--- src/hdl/dpdc_pkg.sv ---
// Package: widths, register indexes and reset values for the press duration classifier.
package dpdc_pkg;

	localparam int unsigned TimeW   = 32;
	localparam int unsigned PeriodW = 10;
	localparam int unsigned CountW  = 8;
	localparam int unsigned ThreshW = 16;
	localparam int unsigned IndW    = 16;
	localparam int unsigned CfgDataW = 16;
	localparam int unsigned CfgRegs  = 4;
	localparam int unsigned CfgIdxW  = $clog2(CfgRegs);

	typedef enum logic [CfgIdxW-1:0] {
		CFG_POLL_PERIOD = 2'd0,
		CFG_STABLE_CNT  = 2'd1,
		CFG_LONG_THRESH = 2'd2,
		CFG_INDICATION  = 2'd3
	} cfg_idx_t;

	localparam logic [PeriodW-1:0] PollPeriodRst = 10'd10;
	localparam logic [CountW-1:0]  StableCntRst  = 8'd5;
	localparam logic [ThreshW-1:0] LongThreshRst = 16'd500;
	localparam logic [IndW-1:0]    IndicationRst = 16'd1000;

endpackage

--- src/hdl/debounced_press_duration_classifier.sv ---
// Top level: debounced button press duration classifier with short/long lamps.
// An accepted item goes through the input register, then the result register, to result valid.
// Throughput: one item per cycle unless stalled; state update and result are computed in one pass.
// in_stall rises only while the input register holds an item and the result register is stalled.
// Reset: asynchronous active low; clears valids, lamps and press state, loads register defaults.
module debounced_press_duration_classifier
	import dpdc_pkg::*;
(
	input  logic                clk,
	input  logic                arst_n,
	input  logic                cfg_we,
	input  logic [CfgIdxW-1:0]  cfg_index,
	input  logic [CfgDataW-1:0] cfg_data,
	input  logic                in_valid,
	output logic                in_stall,
	input  logic                button_level,
	output logic                out_valid,
	input  logic                out_stall,
	output logic                press_event,
	output logic [TimeW-1:0]    press_len_ms,
	output logic                is_long,
	output logic                green_lamp,
	output logic                red_lamp
);

	logic [PeriodW-1:0] poll_period_q;
	logic [CountW-1:0]  stable_count_q;
	logic [ThreshW-1:0] long_thresh_q;
	logic [IndW-1:0]    indication_q;

	logic               valid_s1;
	logic               level_s1;

	logic               prior_level_q;
	logic [CountW-1:0]  stable_cnt_q;
	logic               press_active_q;
	logic [TimeW-1:0]   press_start_q;
	logic [TimeW-1:0]   now_q;
	logic [TimeW-1:0]   lamp_on_q;
	logic               green_q;
	logic               red_q;

	logic               out_valid_q;
	logic               event_q;
	logic [TimeW-1:0]   duration_q;
	logic               is_long_q;

	logic               advance;
	logic               step;
	logic [TimeW-1:0]   now_next;
	logic               changed;
	logic [CountW-1:0]  cnt_next;
	logic               settled;
	logic               start_press;
	logic               end_press;
	logic [TimeW-1:0]   duration_next;
	logic               long_next;
	logic               green_lit;
	logic               red_lit;
	logic [TimeW-1:0]   lamp_diff;
	logic               lamps_off;

	assign advance  = !out_valid_q || !out_stall;
	assign step     = valid_s1 && advance;
	assign in_stall = valid_s1 && !advance;

	always_comb begin
		now_next      = now_q + TimeW'(poll_period_q);
		changed       = level_s1 != prior_level_q;
		cnt_next      = stable_cnt_q;
		if (changed) begin
			cnt_next = '0;
		end else if (stable_cnt_q < stable_count_q) begin
			cnt_next = stable_cnt_q + CountW'(1);
		end
		settled       = !changed && (cnt_next == stable_count_q);
		start_press   = settled && level_s1 && !press_active_q;
		end_press     = settled && !level_s1 && press_active_q;
		duration_next = end_press ? (now_next - press_start_q) : '0;
		long_next     = end_press && (duration_next >= TimeW'(long_thresh_q));
		green_lit     = green_q || (end_press && !long_next);
		red_lit       = red_q || (end_press && long_next);
		lamp_diff     = end_press ? '0 : (now_next - lamp_on_q);
		lamps_off     = (green_lit || red_lit) && (lamp_diff >= TimeW'(indication_q));
	end

	always_ff @(posedge clk or negedge arst_n) begin
		if (!arst_n) begin
			poll_period_q  <= PollPeriodRst;
			stable_count_q <= StableCntRst;
			long_thresh_q  <= LongThreshRst;
			indication_q   <= IndicationRst;
		end else if (cfg_we) begin
			unique case (cfg_idx_t'(cfg_index))
				CFG_POLL_PERIOD: poll_period_q  <= cfg_data[PeriodW-1:0];
				CFG_STABLE_CNT:  stable_count_q <= cfg_data[CountW-1:0];
				CFG_LONG_THRESH: long_thresh_q  <= cfg_data[ThreshW-1:0];
				CFG_INDICATION:  indication_q   <= cfg_data[IndW-1:0];
				default: ;
			endcase
		end
	end

	always_ff @(posedge clk or negedge arst_n) begin
		if (!arst_n) begin
			valid_s1 <= 1'b0;
		end else if (!in_stall) begin
			valid_s1 <= in_valid;
		end
	end

	always_ff @(posedge clk) begin
		if (!in_stall && in_valid) begin
			level_s1 <= button_level;
		end
	end

	always_ff @(posedge clk or negedge arst_n) begin
		if (!arst_n) begin
			prior_level_q  <= 1'b0;
			stable_cnt_q   <= '0;
			press_active_q <= 1'b0;
			press_start_q  <= '0;
			now_q          <= '0;
			lamp_on_q      <= '0;
			green_q        <= 1'b0;
			red_q          <= 1'b0;
		end else if (step) begin
			now_q         <= now_next;
			prior_level_q <= level_s1;
			stable_cnt_q  <= cnt_next;
			if (start_press) begin
				press_active_q <= 1'b1;
				press_start_q  <= now_next;
			end else if (end_press) begin
				press_active_q <= 1'b0;
				lamp_on_q      <= now_next;
			end
			green_q <= green_lit && !lamps_off;
			red_q   <= red_lit && !lamps_off;
		end
	end

	always_ff @(posedge clk or negedge arst_n) begin
		if (!arst_n) begin
			out_valid_q <= 1'b0;
		end else if (advance) begin
			out_valid_q <= valid_s1;
		end
	end

	always_ff @(posedge clk) begin
		if (step) begin
			event_q    <= end_press;
			duration_q <= duration_next;
			is_long_q  <= long_next;
		end
	end

	assign out_valid    = out_valid_q;
	assign press_event  = event_q;
	assign press_len_ms = duration_q;
	assign is_long      = is_long_q;
	assign green_lamp   = green_q;
	assign red_lamp     = red_q;

	a_no_stall_when_empty: assert property (@(posedge clk) disable iff (!arst_n)
		!out_valid_q |-> !in_stall)
		else $error("input stalled while result register empty");

	a_idle_result_zero: assert property (@(posedge clk) disable iff (!arst_n)
		(out_valid_q && !event_q) |-> (duration_q == '0 && !is_long_q))
		else $error("duration or class set without a press item");

	a_long_lights_red: assert property (@(posedge clk) disable iff (!arst_n)
		(out_valid_q && event_q && is_long_q && indication_q != '0) |-> red_q)
		else $error("long press did not light red lamp");

	a_short_lights_green: assert property (@(posedge clk) disable iff (!arst_n)
		(out_valid_q && event_q && !is_long_q && indication_q != '0) |-> green_q)
		else $error("short press did not light green lamp");

endmodule
--- config.mk ---
export PLATFORM = sky130hd
export DESIGN_NAME = debounced_press_duration_classifier
export DESIGN_NICKNAME = d
export VERILOG_FILES = /design/src/hdl/dpdc_pkg.sv /design/src/hdl/debounced_press_duration_classifier.sv
export SDC_FILE = /design/constraint.sdc
export NUM_CORES = 1
export LEC_CHECK = 0
export BUFFER_PORTS_ARGS = -buffer_cell sky130_fd_sc_hd__buf_2
export CAP_MARGIN = 20
export CELL_PAD_IN_SITES_DETAIL_PLACEMENT = 1
export CELL_PAD_IN_SITES_GLOBAL_PLACEMENT = 2
export CORE_MARGIN = 5
export CORE_UTILIZATION = 35
export DETAILED_ROUTE_END_ITERATION = 8
export HOLD_SLACK_MARGIN = 0.02
export PLACE_DENSITY = 0.78
export RECOVER_POWER = 25
export SYNTH_ARGS = -nofsm -noshare
export SYNTH_HDL_FRONTEND = slang
export SYNTH_SLANG_ARGS = --single-unit
export TNS_END_PERCENT = 50
--- constraint.sdc ---
create_clock -name clk -period 6.6 [get_ports clk]
set_clock_uncertainty 0.1 [all_clocks]
set_input_delay 1.32 -clock clk [delete_from_list [all_inputs] [get_ports clk]]
set_output_delay 1.32 -clock clk [all_outputs]
set_load 0.05 [all_outputs]
==> out/metrics.cfg, run 1 <==
[placement]
place_ws_ps = 56.9
placed_area_um2 = 14600
dpl.hpwl_um = 29000
place_congestion = 0.881
portBuffers = 61

[routing]
avgViaCountPerCell = 5.25
drc_errors = 0
antenna_left = 0
drt-initial-drc-count = 485
wl_um = 37600
num_vias = 10800
wl_per_cell_um = 18.3
drt_pre_antenna_iters = 5

[clocking]
htreeDepth = 4
insertion_delay_ps = 460
cts.path.max_buffers = 2
cts_hold_buf = 0
ctsRootBufferMaster = clkbuf_16
cts_buffers = 17
clkTransAtPathRegs_ps = 80
clkSinkCount = 195
cts_tree = yes

[global_route]
antenna_found_initial = 0
grt_max_degree = 64
grt_pass1_wl_um = 62200
grt_usage = 0.184
grt_overflow = 0
grt_pass1_vias = 11300

[worst_setup_path]
critPathBufInv = 0
arrival_ps = 6450
critical_path.max_fanout = 6
cp-end-kind = register
cpPeakStageDelay_ps = 420
crit_top_cell = a21o_1
crit_slowest_cell = fa_1
crit_family = compound AO/OA/AOI/OAI gates
startpoint_type = register
setup.worst_path.class = reg2reg
worst_ep_required_time_ps = 6860

[cells_and_area]
area_delta_synth_final_pct = 13.7
drive_gt1_frac = 0.161
fin_util = 0.403
diodes = 0
nets = 1668
final_cell_area_um2 = 15200

[floorplanning]
io_pins = 62
die_x_um = 206
initial_core_util = 0.355
die-height_um = 206
row_count = 71
core-area_um2 = 37800
die-area_um2 = 42300

[run]
maxCapViolations = 2

[power]
ir_drop_mv = 0.191
leakagePower_uw = 0.00701
fin_total_pwr_uw = 5850
power_density_nw_per_um2 = 384

[synthesis]
syn-num-nets = 1578
synth-async-reset-ratio = 0.821
synth_flop_cell = dfrtp_1
synth_cell_types = 77
synth_fa_ha_area_frac = 0.109
synth-seq-cells = 195
synth_compound_area_frac = 0.159
synth_edf_count = 35
synth_top_area_frac = 0.269
synth_top_family_by_area = compound AO/OA/AOI/OAI gates
syn_inst = 1439
synth_xor_area_frac = 0.0671
synth_warnings = 0
synth.area.mux_share = 0.0809
yosys-top-cells-area = dfrtp_1 (27%), ha_1 (10%), edfxtp_1 (7.8%), mux2_2 (5.1%), xnor2_1 (4.3%)
yosysTopAreaCell = dfrtp_1
synth-simple-area-share = 0.154
ys_seq_area_frac = 0.379
synth.top_cells.by_count = dfrtp_1 (144), nand2_1 (138), inv_1 (132)
synth_most_common_cell = dfrtp_1
syn-cell-area_um2 = 13400
avgSynthCellArea_um2 = 9.31

[timing]
drv_slew = 106
finalCritPeriodShare = 0.937
whs_ps = 387
setup_viol_count_final = 0
fin_ws_ps = 418
relSlewSlack = -0.571
fin_crit_ps = 6180
hold_violations = 0
worstMarginPinSlew_ps = 2360
max_freq_mhz = 162

[status]
violations = capacitance limit, slew limit
status = complete, but fails checks

[min_path]
hold_class = reg2reg

## per-layer routing
layer / vias up / part of all wire / track usage
li1: 5281 / - / -
met1: 5361 / 0.50 / 0.260
met2: 113 / 0.46 / 0.303
met3: 32 / 0.023 / 0.0211
met4: 0 / 0.013 / 0.0440
met5: - / 0 / 0
## cells by family (layout without fill, tap and decap cells)
group / after synthesis / after routing
and+or+nand+nor: 424 / 424
AOI/OAI and AO/OA: 329 / 329
DFF: 195 / 195
buffers and inverters: 178 / 281
adders and majority gates: 115 / 115
xor gates and xnor gates: 101 / 101
muxes: 97 / 97
## timing repair
| action | in CTS | in global routing |
|---|---|---|
| setup endpoints to repair | 0 | 3 |
| buffers inserted | 0 | 3 |
| endpoints found under the hold margin | 0 | 0 |
| resized for setup | 0 | 17 |
## per-stage QoR
stage                     cells  setup TNS (ps)
after floorplan            1439               0
after global placement     2017               0
after detailed placement   2017               0
after CTS                  2049               0
after global routing       2053            -119
final                      2053               0
## cells in the final DEF (no fill, tap or decap), types with 10 or more instances in the layout
| cell | count |
|---|---|
| dfrtp_1 | 144 |
| nand2_1 | 138 |
| inv_1 | 131 |
| ha_1 | 111 |
| nor2_1 | 101 |
| o21ai_0 | 86 |
| a21oi_1 | 75 |
| xnor2_1 | 66 |
| mux2_2 | 61 |
| buf_2 | 58 |
| buf_4 | 51 |
| nand3_1 | 37 |
| edfxtp_1 | 35 |
| a21o_1 | 34 |
| xor2_1 | 30 |
| mux2_1 | 29 |
| nand4_1 | 24 |
| nand2b_1 | 18 |
| o211ai_1 | 17 |
| o21a_1 | 17 |
| nor3_1 | 17 |
| clkbuf_16 | 17 |
| and3_1 | 16 |
| dfstp_2 | 16 |
| and2_1 | 15 |
| a31oi_1 | 13 |
| a211oi_1 | 12 |
| nor2b_1 | 10 |
## sequential cells by signal, summed over array words and instances (netlist names), 8 cells and up
| signal | count |
|---|---|
| lamp_on_q | 32 |
| now_q | 32 |
| press_start_q | 32 |
| poll_period_q | 10 |
| press_len_ms | 32 |
| long_thresh_q | 16 |
| stable_cnt_q | 8 |
| stable_count_q | 8 |
| indication_q | 16 |
## final cells by class
type	count	area, um2
Fill cell	4370	22500
Clock buffer	18	439
Timing Repair Buffer	117	717
Multi-Input combinational cell	1066	7720
Tap cell	511	639
Clock inverter	14	145
Sequential cell	195	5070
Inverter	132	495
## power breakdown
group | internal [uW] | total (uW) | switching (uW) | leakage (uW)
Sequential | 1390 | 1500 | 110 | 0.00228
Clock | 543 | 1070 | 528 | 0.000287
Combinational | 1350 | 3280 | 1930 | 0.00445
Total | 3280 | 5850 | 2570 | 0.00701
## worst paths after layout
path | startpoint | end | slack [ps] | cells after the start
min reg2reg | press_start_q[14]$_DFFE_PN0P_ | press_start_q[14]$_DFFE_PN0P_ | 390 | 1
max reg2reg | poll_period_q[0]$_DFFE_PN0P_ | green_lamp$_DFFE_PN0P_ | 420 | 27
min | press_start_q[14]$_DFFE_PN0P_ | press_start_q[14]$_DFFE_PN0P_ | 390 | 1
min in group asynchronous | arst_n | press_start_q[25]$_DFFE_PN0P_ | 1470 | 1
max | poll_period_q[0]$_DFFE_PN0P_ | green_lamp$_DFFE_PN0P_ | 420 | 27
max in group asynchronous | arst_n | stable_count_q[3]$_DFFE_PN0P_ | 2250 | 2
No activity file was read; power rests on OpenSTA's default activity.
==> inputs of run 2 (changes only) <==
--- a/config.mk
+++ b/config.mk
@@ -14,7 +14,7 @@
 export DETAILED_ROUTE_END_ITERATION = 8
 export HOLD_SLACK_MARGIN = 0.02
 export PLACE_DENSITY = 0.78
-export RECOVER_POWER = 25
+export RECOVER_POWER = 50
 export SYNTH_ARGS = -nofsm -noshare
 export SYNTH_HDL_FRONTEND = slang
 export SYNTH_SLANG_ARGS = --single-unit
==> run 2 against run 1 <==
Compared with the run above: the run still ends with capacitance limit, slew limit left; via count up 0.14%; highest routed layer unchanged; utilization about the same; final area barely moved.
==> out/metrics.cfg, run 2 (synthesis gave the netlist of run 1 again) <==
[timing]
setup_viol_count_final = 0
max_freq_mhz = 162
worstMarginPinSlew_ps = 2350
fin_crit_ps = 6170
relSlewSlack = -0.566
finalCritPeriodShare = 0.935
whs_ps = 387
drv_slew = 142
fin_ws_ps = 431
hold_violations = 0

[power]
fin_total_pwr_uw = 5850
leakagePower_uw = 0.00698
power_density_nw_per_um2 = 385
ir_drop_mv = 0.193

[placement]
portBuffers = 61
dpl.hpwl_um = 29000
place_ws_ps = 56.9
place_congestion = 0.881
placed_area_um2 = 14600

[clocking]
htreeDepth = 4
clkTransAtPathRegs_ps = 80
clkSinkCount = 195
insertion_delay_ps = 460
ctsRootBufferMaster = clkbuf_16
cts.path.max_buffers = 2
cts_buffers = 17
cts_hold_buf = 0
cts_tree = yes

[global_route]
grt_pass1_vias = 11300
grt_overflow = 0
grt_usage = 0.184
busiest_layer = met2
grtUsageMet1 = 0.260
grt.met2_usage = 0.303
globalRouteMet3Util = 0.0211
grt_max_degree = 64
antenna_found_initial = 0
grt_pass1_wl_um = 62200

[status]
status = complete, but fails checks
violations = capacitance limit, slew limit

[cells_and_area]
regArea_um2 = 5070
nets = 1668
layout_common_cells = dfrtp_1 (144), nand2_1 (138), inv_1 (132)
final_cell_area_um2 = 15200
diodes = 0
fill_cells = 4372
drive_gt1_frac = 0.154
area_delta_synth_final_pct = 13.6
final_common_cell = dfrtp_1
multiInputGateArea_um2 = 7720

[worst_setup_path]
crit_family = compound AO/OA/AOI/OAI gates
arrival_ps = 6440
critical_path.max_fanout = 6
setup.worst_path.class = reg2reg
worst_ep_required_time_ps = 6870
crit_top_cell = a21o_1
critPathBufInv = 0
startpoint_type = register
cpPeakStageDelay_ps = 420
cp-end-kind = register
crit_slowest_cell = fa_1

[routing]
avgViaCountPerCell = 5.26
wl_um = 37600
drt-initial-drc-count = 486
antenna_left = 0
drc_errors = 0
drt_pre_antenna_iters = 5
num_vias = 10800
wl_per_cell_um = 18.3

[run]
maxCapViolations = 3

[min_path]
hold_class = reg2reg

[floorplanning]
row_count = 71
io_pins = 62
core-area_um2 = 37800
die-height_um = 206
initial_core_util = 0.355
die-area_um2 = 42300
die_x_um = 206

-- run 2: cell count changes in the layout (fill, tap and decap cells not counted), sizes merged --
cell / previous run / this run
buf: 110 / 100
clkbuf: 25 / 35
-- run 2: final timing paths --
kind                                                from  slack [ps]  depth (start not counted)                            end
hold reg to reg            press_start_q[14]$_DFFE_PN0P_         390                          1  press_start_q[14]$_DFFE_PN0P_
setup reg to reg            poll_period_q[0]$_DFFE_PN0P_         430                         27         green_lamp$_DFFE_PN0P_
min in group asynchronous                         arst_n        1470                          1  press_start_q[25]$_DFFE_PN0P_
max in group asynchronous                         arst_n        2260                          2  stable_count_q[3]$_DFFE_PN0P_
hold / removal             press_start_q[14]$_DFFE_PN0P_         390                          1  press_start_q[14]$_DFFE_PN0P_
setup / recovery            poll_period_q[0]$_DFFE_PN0P_         430                         27         green_lamp$_DFFE_PN0P_
-- run 2: repair_timing --
item,in CTS,in global routing
setup endpoints to repair,0,3
gates resized for setup,0,17
buffers inserted,0,3
-- run 2: cell type report --
type / count / share of cell area
clock buffer: 18 / 0.0289
clock inverter: 14 / 0.00954
inverter: 132 / 0.0326
multi-input combinational: 1066 / 0.507
sequential: 195 / 0.333
tap: 511 / 0.0420
timing repair buffer: 117 / 0.0463
-- run 2: report_power, final --
group	switching [uW]	total [uW]	internal [uW]
Combinational	1930	3280	1350
Sequential	111	1500	1390
Clock	529	1070	543
-- run 2: worst register-to-register path, delay by kind of cell (launching register included) --
family | cells | cell delay [ps]
simple gates | 5 | 900
fa+ha+maj | 4 | 1330
compound gates | 16 | 2980
xor+xnor | 2 | 380
flops | 1 | 390
-- run 2: routing by layer --
layer / share of wire / vias to the layer above
met1: 0.50 / 5353
met4: 0.013 / 0
li1: - / 5284
met2: 0.46 / 133
met3: 0.028 / 32
met5: 0 / -
-- run 2: per-stage QoR --
stage          utilization  setup TNS [ps]  instances
5_1_grt              0.403            -119       2053
4_1_cts              0.401               0       2049
3_3_place_gp         0.385               0       2017
2_1_floorplan            -               0       1439
6_report             0.403               0       2053
3_5_place_dp         0.385               0       2017
==> inputs of run 3 (changes only) <==
--- a/config.mk
+++ b/config.mk
@@ -13,7 +13,7 @@
 export CORE_UTILIZATION = 35
 export DETAILED_ROUTE_END_ITERATION = 8
 export HOLD_SLACK_MARGIN = 0.02
-export PLACE_DENSITY = 0.78
+export PLACE_DENSITY = 0.75
 export RECOVER_POWER = 50
 export SYNTH_ARGS = -nofsm -noshare
 export SYNTH_HDL_FRONTEND = slang
==> constraint.sdc (replaced) <==
create_clock -name clk -period 5.7 [get_ports clk]
set_clock_uncertainty 0.1 [all_clocks]
set_input_delay 1.14 -clock clk [delete_from_list [all_inputs] [get_ports clk]]
set_output_delay 1.14 -clock clk [all_outputs]
set_load 0.05 [all_outputs]
==> run 3 against run 2 <==
Compared with the run above: the run ends with capacitance limit, slew limit, setup timing left; worst hold slack better by 1.3 ps; power is 36% higher; non-clock buffer count is 210 higher; clock-buffer cell count is 3 higher; final cell count is 10% higher; setup slack worse by 480 ps; clock power is 15% higher; register-to-register slack worse by 480 ps; routed wire length is 8.7% higher; largest power group unchanged.
==> out/metrics.cfg, run 3 (synthesis gave the netlist of run 1 again) <==
[status]
status = complete, but fails checks
violations = capacitance limit, slew limit, setup timing

[floorplanning]
die_x_um = 206
io_pins = 62
initial_core_util = 0.355
die-height_um = 206
core-area_um2 = 37800
row_count = 71
die-area_um2 = 42300

[worst_setup_path]
r2r_end = red_lamp$_DFFE_PN0P_
rr_startpoint = poll_period_q[0]$_DFFE_PN0P_
critical_path.max_fanout = 4
cpPeakStageDelay_ps = 390
r2r_slack_ps = -50
crit_slowest_cell = dfrtp_1
worst_ep_required_time_ps = 5980
cp-end-kind = register
critPathLaunch = poll_period_q[0]$_DFFE_PN0P_
ff2ff_path_depth = 28
arrival_ps = 6030
startpoint_type = register
setup.worst_path.class = reg2reg
crit_top_cell = a21o_1

[placement]
place_ws_ps = -718
dpl.hpwl_um = 31900
place_congestion = 0.834
portBuffers = 61

[routing]
avgViaCountPerCell = 5.14
antenna_left = 0
drt-initial-drc-count = 384
drt_pre_antenna_iters = 4
wl_um = 40900
num_vias = 11600
wl_per_cell_um = 18.1
drc_errors = 0

[timing]
hold_violations = 0
max_freq_mhz = 174
fin_ws_ps = -53.7
finalCritPeriodShare = 1.01
rsz0062_at_grt = true
finalSetupTns_ps = -101
worstMarginPinSlew_ps = 4400
fin_crit_ps = 5750
relSlewSlack = -1.94
setup_viol_count_final = 2
drv_slew = 78

[cells_and_area]
fill_cells = 4392
layout_common_cells = buf_4 (262), dfrtp_1 (144), nand2_1 (138)
drive_gt1_frac = 0.266
diodes = 0
area_delta_synth_final_pct = 26.8
final_common_cell = buf_4
nets = 1878

[global_route]
grt_usage = 0.200
grt_max_degree = 78
grt_pass1_vias = 12500
antenna_found_initial = 0
grt_pass1_wl_um = 66900
grt_overflow = 0

[power]
power_density_nw_per_um2 = 467
leakagePower_uw = 0.00805
ir_drop_mv = 0.195

[clocking]
cts_tree = yes
insertion_delay_ps = 460
ctsRootBufferMaster = clkbuf_16
htreeDepth = 4
cts.path.max_buffers = 2
clkSinkCount = 195
clkTransAtPathRegs_ps = 80
cts_buffers = 17

[run]
maxCapViolations = 1

[min_path]
hold_start = press_start_q[6]$_DFFE_PN0P_
hold_class = reg2reg
min_to = press_start_q[6]$_DFFE_PN0P_
min_path_cells = 1

[run 3: cell types whose count changed in the layout (fill, tap and decap cells not counted), moves of 4 or more]
cell	previous run	this run
buf_2	48	36
xnor2_1	66	59
a21oi_2	1	5
o21ai_1	4	10
clkbuf_1	15	28
a21oi_1	75	71
xnor2_2	0	7
o21ai_0	86	77
ha_1	111	107
buf_4	51	262
[run 3: worst max path at each step]
| stage | slack, ps | to |
|---|---|---|
| global route | -370 | green_lamp$_DFFE_PN0P_ |
| finish | -50 | red_lamp$_DFFE_PN0P_ |
| CTS | 2 | is_long$_DFFE_PP_ |
| global placement | -450 | red_lamp$_DFFE_PN0P_ |
| floorplan | 10 | green_lamp$_DFFE_PN0P_ |
| detailed placement | -720 | red_lamp$_DFFE_PN0P_ |
[run 3: cell type report]
cell class	instances	area [um2]	area share
Timing Repair Buffer	327	2270	0.133
Clock inverter	11	91.3	0.00537
Tap cell	511	639	0.0376
Sequential cell	195	5070	0.299
Multi-Input combinational cell	1066	7940	0.467
Clock buffer	21	482	0.0283
Inverter	132	495	0.0292
[run 3: repair_timing]
item	in CTS	in global routing
gates resized for setup	37	21
hold buffers	0	0
setup endpoints to repair	6	5
pin swaps	22	8
endpoints found under the hold margin	0	0
setup buffers	6	4
[run 3: critical path: cells and delay by family (launching register included)]
kind            cells  cell delay [ps]
xor+xnor            2              330
fa+ha+maj           4             1080
flops               1              390
compound gates     16             2740
simple gates        5              870
buf+inv             1              150
[run 3: per-layer routing]
metal  track usage  part of all wire  wire length, um
met5             0                 0                0
met4        0.0517             0.017              686
met3        0.0232             0.028             1150
met2         0.342              0.48            19700
met1         0.269              0.47            19400
[run 3: through the flow]
step | utilization | instances | total power [uW] | cell area [um2] | hold WS [ps]
2_1_floorplan | - | 1439 | 4450 | 13400 | 350
3_3_place_gp | 0.427 | 2221 | 6350 | 16100 | 362
3_5_place_dp | 0.427 | 2221 | 6500 | 16100 | 373
4_1_cts | 0.448 | 2259 | 7900 | 16900 | 392
5_1_grt | 0.450 | 2263 | 8590 | 17000 | 399
6_report | 0.450 | 2263 | 7940 | 17000 | 388
[run 3: power breakdown]
part / switching (uW) / internal [uW]
registers: 123 / 1610
logic: 2560 / 2420
clock network: 608 / 619
